File: config.mk
export PLATFORM = sky130hd
export DESIGN_NAME = dwc_ram
export DESIGN_NICKNAME = d
export VERILOG_FILES = /design/src/dwc_ram.sv
export SDC_FILE = /design/constraint.sdc
export NUM_CORES = 1
export LEC_CHECK = 0
export BUFFER_PORTS_ARGS = -buffer_cell sky130_fd_sc_hd__buf_4
export CORE_ASPECT_RATIO = 0.6
export CORE_MARGIN = 1
export CORE_UTILIZATION = 65
export DETAILED_ROUTE_END_ITERATION = 10
export GPL_TIMING_DRIVEN = 0
export HOLD_SLACK_MARGIN = 0.12
export PLACE_DENSITY = 0.93
export SLEW_MARGIN = 10
export SYNTH_ARGS = -nofsm -noshare
export SYNTH_HDL_FRONTEND = slang
export SYNTH_SLANG_ARGS = --single-unit
File: constraint.sdc
create_clock -name aclk -period 6.4 [get_ports aclk]
set_clock_uncertainty 0.15 [all_clocks]
set_input_delay 0.64 -clock aclk [delete_from_list [all_inputs] [get_ports aclk]]
set_output_delay 0.64 -clock aclk [all_outputs]
set_load 0.1 [all_outputs]
File: src/dwc_ram.sv
// Generic single-write, single-read RAM with registered read data.
// Used for the per-channel tap rows and partial-sum rows; no dependencies.
module dwc_ram #(
    parameter int WIDTH = 16,
    parameter int DEPTH = 16,
    parameter int AW    = (DEPTH > 1) ? $clog2(DEPTH) : 1
) (
    input  logic             aclk,
    input  logic             we,
    input  logic [AW-1:0]    waddr,
    input  logic [WIDTH-1:0] wdata,
    input  logic             re,
    input  logic [AW-1:0]    raddr,
    output logic [WIDTH-1:0] rdata
);

    logic [WIDTH-1:0] mem_reg [DEPTH];
    logic [WIDTH-1:0] rdata_reg;

    always_ff @(posedge aclk) begin
        if (we) begin
            mem_reg[waddr] <= wdata;
        end
    end

    always_ff @(posedge aclk) begin
        if (re) begin
            rdata_reg <= mem_reg[raddr];
        end
    end

    assign rdata = rdata_reg;

endmodule

==> flow_metrics.env, run 1 <==
export IMPL_status="completed"
export IMPL_required_ns=6.48
export IMPL_grt_max_degree=17
export IMPL_setup_viol=0
export IMPL_insertion_delay_ns=0.53
export IMPL_cp_cell_sequence="buf_4 -> or3b_2 -> nor3_2 -> buf_6 -> buf_4"
export IMPL_fin_crit_sh_pct=36.0
export IMPL_synth_cell_types=18
export IMPL_startpoint_type="primary input"
export IMPL_cts_resized_gates=0
export IMPL_ys_seq_elements=272
export IMPL_fin_setup_tns_ns=0
export IMPL_critPathMaxFanout=8
export IMPL_power_density_nw_per_um2=314
export IMPL_root_buffer="clkbuf_16"
export IMPL_dieArea_um2=16200
export IMPL_r2r_setup_slack_ns=4.67
export IMPL_wl_per_cell_um=30.5
export IMPL_drt_antenna_violating_nets=0
export IMPL_route_detailed_drc=0
export IMPL_synth_cell_area_um2=10200
export IMPL_numCtsBuffers=24
export IMPL_synthTopCellsByArea="edfxtp_1 (80%), mux4_2 (12%), mux4_1 (2.6%), a22oi_1 (2.4%), nand2_1 (0.63%)"
export IMPL_largest_reg_flops=256
export IMPL_dp_cells=692
export IMPL_areaGrowthSynthToFinish_pct=15.7
export IMPL_ys_seq_area_share_pct=80.0
export IMPL_cts_tree="built"
export IMPL_grtUsageTotal_pct=28.9
export IMPL_grt_pass1_wl_um=31900
export IMPL_die_h_um=99.1
export IMPL_cts_max_level=1
export IMPL_drive_gt1_share_pct=32.0
export IMPL_die_w_um=164
export IMPL_arrival_ns=2.39
export IMPL_routed_wl_um=22400
export IMPL_crit_path_end_kind="flip-flop"
export IMPL_drtIter0Drc=522
export IMPL_post_cts_buffers=0
export IMPL_yosysTopAreaCellShare_pct=80.0
export IMPL_grt_pass1_vias=5137
export IMPL_ctsLongestPathBuffers=3
export IMPL_layout_min_cycle_time_ns=2.31
export IMPL_yosys_area_top_type="edfxtp_1"
export IMPL_fmax_mhz=434
export IMPL_worst_pin_slew_ns=0.971
export IMPL_critPathMaxStageDelay_ns=0.63
export IMPL_first_pass_iters=5
export IMPL_diodes=0
export IMPL_place_gp_congestion=0.771
export IMPL_rows=35
export IMPL_holdBufCountCts=0
export IMPL_stdcell_count=734
export IMPL_drv_cap=0
export IMPL_vias_per_cell=6.72
export IMPL_worst_path_max_delay_cell="nor3_2"
export IMPL_clock_sinks=272
export IMPL_avgSynthCellArea_um2=23.6
export IMPL_hold_viol_final=0
export IMPL_yosys_warnings=0
export IMPL_cp_common_cell="buf_4"
export IMPL_antenna_found_initial=0
export IMPL_relSlewSlack_pct=35.3
export IMPL_vias=4929
export IMPL_hpwl_um=14300
export IMPL_rsz0062_at_grt="false"
export IMPL_coreArea_um2=15300
export IMPL_nets=542
export IMPL_clkTransAtPathRegs_ns=0.07
export IMPL_slew_viol_final=0
export IMPL_synth_nets=459
export IMPL_path_class="primary input to flip-flop"
export IMPL_start_util_pct=66.6
export IMPL_hold_path_class="primary input to flip-flop"
export IMPL_grt_ovfl_total=0
export IMPL_leakage_uw=0.00384
export IMPL_io_pins=43
export IMPL_io_buffers=40
export IMPL_syn_inst=432
export IMPL_max_vdd_ir_drop_v=0.000219
-- worst max-delay path, delay by kind of cell --
family	cells	cell delay, ns
buf+inv	3	0.55
simple gates	2	1.20
-- power breakdown --
part           internal (µW)  leakage, µW  switching [µW]
clock network            832     0.000380             602
registers               2010      0.00247            11.6
logic                   85.0     0.000992             174
-- final timing paths --
check,start,cells after the start,endpoint
worst max-delay path,waddr[2],5,mem_reg[0][1]$_DFFE_PP_
worst min-delay path,wdata[1],1,mem_reg[5][1]$_DFFE_PP_
worst max register to register,mem_reg[9][6]$_DFFE_PP_,3,rdata[6]$_DFFE_PP_
worst min register to register,mem_reg[15][3]$_DFFE_PP_,3,rdata[3]$_DFFE_PP_
-- synth_stat cells --
master	number
edfxtp_1	272
buf_1	3
or3b_2	1
nor2_1	13
buf_2	3
buf_4	3
nand2_1	17
and2_1	1
clkbuf_1	8
mux4_2	54
a22oi_1	32
nand3_1	1
nand3b_1	2
nor3_1	4
buf_6	4
mux4_1	10
nor2b_1	2
nand2b_1	2
-- metal layers --
| layer | wire, µm | up-vias | global-route usage [%] |
|---|---|---|---|
| li1 | - | 2021 | - |
| met1 | 8500 | 2533 | 41.0 |
| met2 | 11100 | 312 | 47.0 |
| met3 | 2100 | 63 | 4.59 |
| met4 | 745 | 0 | 10.4 |
| met5 | 0 | - | 0 |
-- stage by stage --
stage | setup WS (ns) | utilization [%] | cell area (µm²) | hold slack [ns] | total power, µW
after floorplan | 3.55 | - | 10200 | 0.560 | 2210
after global placement | 2.21 | 70.2 | 10800 | 0.578 | 2290
after detailed placement | 3.51 | 72.0 | 11000 | 0.602 | 2310
after CTS | 4.07 | 77.1 | 11800 | 0.250 | 3730
after global routing | 4.04 | 77.1 | 11800 | 0.259 | 3800
final | 4.09 | 77.1 | 11800 | 0.262 | 3710
-- layout by cell type (no fill, tap or decap), drive strengths merged, types with 3 or more instances in the layout --
master  netlist  routed
nor2         13      13
bufinv        0       3
clkinv        0       9
nor3          4       4
edfxtp      272     272
mux4         64      64
buf          13      70
a22oi        32      32
clkbuf        8      38
nand2        17      17
-- kinds of logic (layout without fill, tap and decap cells) --
kind of cell,Yosys count,after routing,share of synthesized area [%]
mux,64,64,14.5
simple gates,43,43,1.89
flops,272,272,80.0
buf+inv,21,120,1.21
compound gates,32,32,2.35
-- final cells by class --
class                      instances  area [µm²]
sequential                       272        8170
fill                             794        3520
timing repair buffer              57         526
clock buffer                      30         644
clock inverter                    12         133
buffer                            21         124
multi-input combinational        139        1960
tap                              203         254
Power figures use the tool's default switching activity.
==> inputs of run 2 (changes only) <==
--- a/config.mk
+++ b/config.mk
@@ -8,11 +8,11 @@
 export BUFFER_PORTS_ARGS = -buffer_cell sky130_fd_sc_hd__buf_4
 export CORE_ASPECT_RATIO = 0.6
 export CORE_MARGIN = 1
-export CORE_UTILIZATION = 65
+export CORE_UTILIZATION = 55
 export DETAILED_ROUTE_END_ITERATION = 10
 export GPL_TIMING_DRIVEN = 0
 export HOLD_SLACK_MARGIN = 0.12
-export PLACE_DENSITY = 0.93
+export PLACE_DENSITY = 0.85
 export SLEW_MARGIN = 10
 export SYNTH_ARGS = -nofsm -noshare
 export SYNTH_HDL_FRONTEND = slang
==> constraint.sdc (replaced) <==
create_clock -name aclk -period 1.97 [get_ports aclk]
set_clock_uncertainty 0.15 [all_clocks]
set_input_delay 0.197 -clock aclk [delete_from_list [all_inputs] [get_ports aclk]]
set_output_delay 0.197 -clock aclk [all_outputs]
set_load 0.1 [all_outputs]
==> run 2 against run 1 <==
Net effect: the run now ends with setup timing left; clock power rose to 3.3 times the previous value; register-to-register slack worse by 4.3 ns; setup slack worse by 4.1 ns; design area up 2.8%; die area up 18%; sequential power rose to 3.2 times the previous value; core utilization down 10 points; power rose to 3.3 times the previous value; combinational power rose to 3.4 times the previous value; via count up 0.71%; largest power group unchanged.
==> flow_metrics.env, run 2 (synthesis results as in run 1) <==
export IMPL_grt_ovfl_total=0
export IMPL_mostFrequentLayoutCells="edfxtp_1 (272), mux4_2 (54), buf_4 (43)"
export IMPL_io_buffers=40
export IMPL_layout_min_cycle_time_ns=1.97
export IMPL_fin_crit_sh_pct=100
export IMPL_whs_ns=0.185
export IMPL_p_total_uw=12200
export IMPL_drv_cap=0
export IMPL_hold_path_class="primary input to flip-flop"
export IMPL_ctsLongestPathBuffers=3
export IMPL_path_class="primary input to flip-flop"
export IMPL_required_ns=2.03
export IMPL_startpoint_type="primary input"
export IMPL_diodes=0
export IMPL_rsz0062_at_grt="true"
export IMPL_vias=4964
export IMPL_cts_max_level=1
export IMPL_critPathMaxFanout=9
export IMPL_post_cts_buffers=0
export IMPL_grt_pass1_vias=5208
export IMPL_root_buffer="clkbuf_16"
export IMPL_status="complete, but fails checks"
export IMPL_fmax_mhz=507
export IMPL_first_pass_iters=5
export IMPL_largest_reg_flops=256
export IMPL_grt_pass1_wl_um=32800
export IMPL_clkTransAtPathRegs_ns=0.07
export IMPL_antenna_found_initial=0
export IMPL_cts_tree="built"
export IMPL_wl_met3_um=2260
export IMPL_drt_met1_wl_um=9140
export IMPL_stdcell_count=786
export IMPL_arrival_ns=2.03
export IMPL_rows=38
export IMPL_violations="setup timing"
export IMPL_io_pins=43
export IMPL_start_util_pct=56.3
export IMPL_routed_wl_met2_um=10600
export IMPL_route_detailed_drc=0
export IMPL_grt_max_degree=18
export IMPL_drtIter0Drc=575
export IMPL_highest_layer="met4"
export IMPL_insertion_delay_ns=0.51
export IMPL_slew_viol_final=0
export IMPL_clock_sinks=272
export IMPL_routed_wl_um=22500
export IMPL_setup_viol=4
export IMPL_dieArea_um2=19100
export IMPL_hold_viol_final=0
export IMPL_leakage_uw=0.00394
export IMPL_fin_setup_tns_ns=-0.0103
export IMPL_mostFrequentLayoutCell="edfxtp_1"
export IMPL_hpwl_um=14100
export IMPL_worst_pin_slew_ns=0.927
export IMPL_relSlewSlack_pct=38.2
export IMPL_areaGrowthSynthToFinish_pct=18.9
export IMPL_grtUsageTotal_pct=24.9
export IMPL_numCtsBuffers=23
export IMPL_drive_gt1_share_pct=31.1
export IMPL_drt_antenna_violating_nets=0
export IMPL_vias_per_cell=6.32
export IMPL_max_vdd_ir_drop_v=0.000835
export IMPL_power_density_nw_per_um2=1010
export IMPL_nets=559
export IMPL_dp_cells=728
export IMPL_place_gp_congestion=0.782
export IMPL_crit_path_end_kind="flip-flop"
export IMPL_worst_slack_ns=-0.00363
export IMPL_die_w_um=178
export IMPL_die_h_um=108
export IMPL_coreArea_um2=18100
export IMPL_final_core_util_pct=67.0
export IMPL_wl_per_cell_um=28.7
[run 2: through the flow]
step / worst slack (ns) / area [µm²]
floorplan: 0.00810 / 10200
global placement: -0.916 / 10800
detailed placement: -0.357 / 11200
CTS: 0.0299 / 12100
global route: -0.0560 / 12100
finish: -0.00363 / 12100
[run 2: cell type report]
| cell class | count | area (µm²) |
|---|---|---|
| plain buffers | 21 | 124 |
| clock buffers | 26 | 587 |
| clock inverters | 13 | 191 |
| fillers | 1105 | 5980 |
| multi-input cells | 139 | 2000 |
| flip-flops and latches | 272 | 8170 |
| well taps | 240 | 300 |
| repair buffers | 75 | 768 |
[run 2: report_power, final]
group | switching [µW] | internal (µW) | leakage (µW)
clock network | 1990 | 2790 | 0.000374
registers | 35.2 | 6510 | 0.00247
logic | 574 | 305 | 0.00110
[run 2: metal layers]
metal	GRT usage (%)	up-vias
li1	-	2048
met3	4.17	44
met2	39.5	297
met5	0	-
met1	36.7	2575
met4	6.17	0
[run 2: worst max-delay path, cell delays in order]
cell,delay [ns]
dlygate4sd3_1,0.55
buf_4,0.19
nand2b_1,0.25
nor2_2,0.59
buf_8,0.25
[run 2: repair_timing]
item,CTS,global route
setup endpoints to repair,0,27
resized for setup,0,2
hold endpoints to repair,294,0
hold buffers,19,0
[run 2: worst paths after layout]
check,startpoint,to,slack [ns],depth (start not counted)
worst max-delay path,waddr[0],mem_reg[10][4]$_DFFE_PP_,-0.004,5
worst min-delay path,waddr[3],mem_reg[1][1]$_DFFE_PP_,0.18,3
worst max register to register,mem_reg[0][6]$_DFFE_PP_,rdata[6]$_DFFE_PP_,0.34,3
worst min register to register,mem_reg[15][11]$_DFFE_PP_,rdata[11]$_DFFE_PP_,0.61,3
==> inputs of run 3 (changes only) <==
==> constraint.sdc (replaced) <==
create_clock -name aclk -period 1.7 [get_ports aclk]
set_clock_uncertainty 0.15 [all_clocks]
set_input_delay 0.17 -clock aclk [delete_from_list [all_inputs] [get_ports aclk]]
set_output_delay 0.17 -clock aclk [all_outputs]
set_load 0.1 [all_outputs]
==> run 3 against run 2 <==
Net effect: the flow finishes with violations (hold timing); clock-buffer cell count rose by 4; power rose by 12%; via count fell by 0.38%; largest cell class unchanged; hold slack got worse by 0.21 ns; critical path depth fell by 2; global-route usage fell by 0.79 points; sequential cell count did not move; wire length fell by 3.3%.
==> flow_metrics.env, run 3 (synthesis results as in run 1) <==
export IMPL_mostFrequentLayoutCell="edfxtp_1"
export IMPL_setup_viol=0
export IMPL_coreArea_um2=18100
export IMPL_violations="hold timing"
export IMPL_arrival_ns=1.77
export IMPL_crit_path_end_kind="flip-flop"
export IMPL_p_total_uw=13700
export IMPL_first_pass_iters=5
export IMPL_final_area_um2=12100
export IMPL_areaGrowthSynthToFinish_pct=18.2
export IMPL_grt_pass1_vias=5085
export IMPL_status="complete, but fails checks"
export IMPL_wl_per_cell_um=27.5
export IMPL_fmax_mhz=602
export IMPL_ctsLongestPathBuffers=3
export IMPL_layout_min_cycle_time_ns=1.66
export IMPL_r2r_setup_slack_ns=0.04
export IMPL_dieArea_um2=19100
export IMPL_cp_top_family="multiplexers"
export IMPL_place_ws_ns=-0.591
export IMPL_stdcell_count=792
export IMPL_worst_path_max_delay_cell="mux4_1"
export IMPL_root_buffer="clkbuf_16"
export IMPL_place_gp_congestion=0.790
export IMPL_die_h_um=108
export IMPL_crit_start="mem_reg[1][7]$_DFFE_PP_"
export IMPL_cts_tree="built"
export IMPL_max_vdd_ir_drop_v=0.000705
export IMPL_hold_path_class="primary input to flip-flop"
export IMPL_place_area_um2=11100
export IMPL_vias_per_cell=6.24
export IMPL_critPathMaxFanout=1
export IMPL_power_density_nw_per_um2=1130
export IMPL_grt_max_degree=17
export IMPL_leakage_uw=0.00393
export IMPL_io_buffers=40
export IMPL_grt_pass1_wl_um=31900
export IMPL_path_depth=3
export IMPL_critPathMaxStageDelay_ns=0.54
export IMPL_insertion_delay_ns=0.53
export IMPL_clock_sinks=272
export IMPL_largest_reg_flops=256
export IMPL_hpwl_um=13800
export IMPL_register_area_um2=8170
export IMPL_r2r_start="mem_reg[1][7]$_DFFE_PP_"
export IMPL_relSlewSlack_pct=49.0
export IMPL_io_pins=43
export IMPL_routed_wl_um=21800
export IMPL_worst_slack_ns=0.0398
export IMPL_clkTransAtPathRegs_ns=0.06
export IMPL_start_util_pct=56.3
export IMPL_worst_pin_slew_ns=0.765
export IMPL_slew_viol_final=0
export IMPL_numCtsBuffers=24
export IMPL_mostFrequentLayoutCells="edfxtp_1 (272), mux4_2 (54), buf_4 (44)"
export IMPL_endpoint="rdata[7]$_DFFE_PP_"
export IMPL_diodes=0
export IMPL_drtIter0Drc=536
export IMPL_antenna_found_initial=0
export IMPL_r2r_end="rdata[7]$_DFFE_PP_"
export IMPL_cts_max_level=1
export IMPL_die_w_um=178
export IMPL_nets=561
export IMPL_grtUsageTotal_pct=24.1
export IMPL_cp_cell_sequence="mux4_1 -> a22oi_1 -> nand2_1"
export IMPL_nFillCells=1117
export IMPL_rows=38
export IMPL_grt_ovfl_total=0
export IMPL_rsz0062_at_grt="false"
export IMPL_fin_crit_sh_pct=97.7
export IMPL_reg2reg_depth=3
export IMPL_drive_gt1_share_pct=31.2
export IMPL_whs_ns=-0.0267
export IMPL_required_ns=1.81
export IMPL_startpoint_type="flip-flop"
export IMPL_multi_input_comb_area_um2=1990
export IMPL_route_detailed_drc=0
export IMPL_vias=4945
export IMPL_crit_buf_inv=0
export IMPL_drv_cap=0
export IMPL_path_class="flip-flop to flip-flop"
export IMPL_drt_antenna_violating_nets=0
export IMPL_dp_cells=727
export IMPL_hold_viol_final=15
-- run 3: worst min-delay path by stage --
stage	from	end	slack, ns	cells past startpoint
finish	waddr[0]	mem_reg[4][7]$_DFFE_PP_	-0.03	2
global route	waddr[1]	mem_reg[4][7]$_DFFE_PP_	-0.03	2
CTS	waddr[0]	mem_reg[4][7]$_DFFE_PP_	-0.04	2
detailed placement	wdata[13]	mem_reg[9][13]$_DFFE_PP_	0.31	1
global placement	wdata[4]	mem_reg[5][4]$_DFFE_PP_	0.30	1
floorplan	wdata[0]	mem_reg[0][0]$_DFFE_PP_	0.12	0
-- run 3: per-stage QoR --
| stage | TNS (ns) | util (%) | hold WS, ns |
|---|---|---|---|
| after global routing | 0 | 66.6 | -0.0254 |
| final | 0 | 66.6 | -0.0267 |
| after detailed placement | -45.02 | 61.4 | 0.314 |
| after global placement | -209.88 | 59.8 | 0.303 |
| after floorplan | -12.24 | - | 0.119 |
| after CTS | 0 | 66.5 | -0.0381 |
-- run 3: final cells by class --
class                      instances  area share (%)
clock buffer                      30            5.16
buffer                            21            1.06
tap                              240            2.49
multi-input combinational        139            16.5
timing repair buffer              76            6.26
sequential                       272            67.7
clock inverter                    14           0.819
-- run 3: timing repair --
| item | 4_1_cts | 5_1_grt |
|---|---|---|
| hold buffers | 18 | 2 |
| setup endpoints to repair | 21 | 12 |
| setup buffers | 2 | 0 |
| pin swaps | 1 | 1 |
| gates cloned | 0 | 0 |
| resized for setup | 3 | 1 |
| endpoints found under the hold margin | 331 | 36 |
-- run 3: routing by layer --
metal  up-vias  track usage, %  wire length, µm
li1       2054               -                -
met1      2575            36.9             9300
met2       277            35.9             9910
met3        39            4.91             2100
met4         0            6.41              498
met5         -               0                0
-- run 3: power by group --
part           internal (µW)  leakage (µW)  switching, µW
clock                   2760      0.000348           2310
sequential              7550       0.00247           39.5
combinational            351       0.00111            659
total                  10700       0.00393           3010
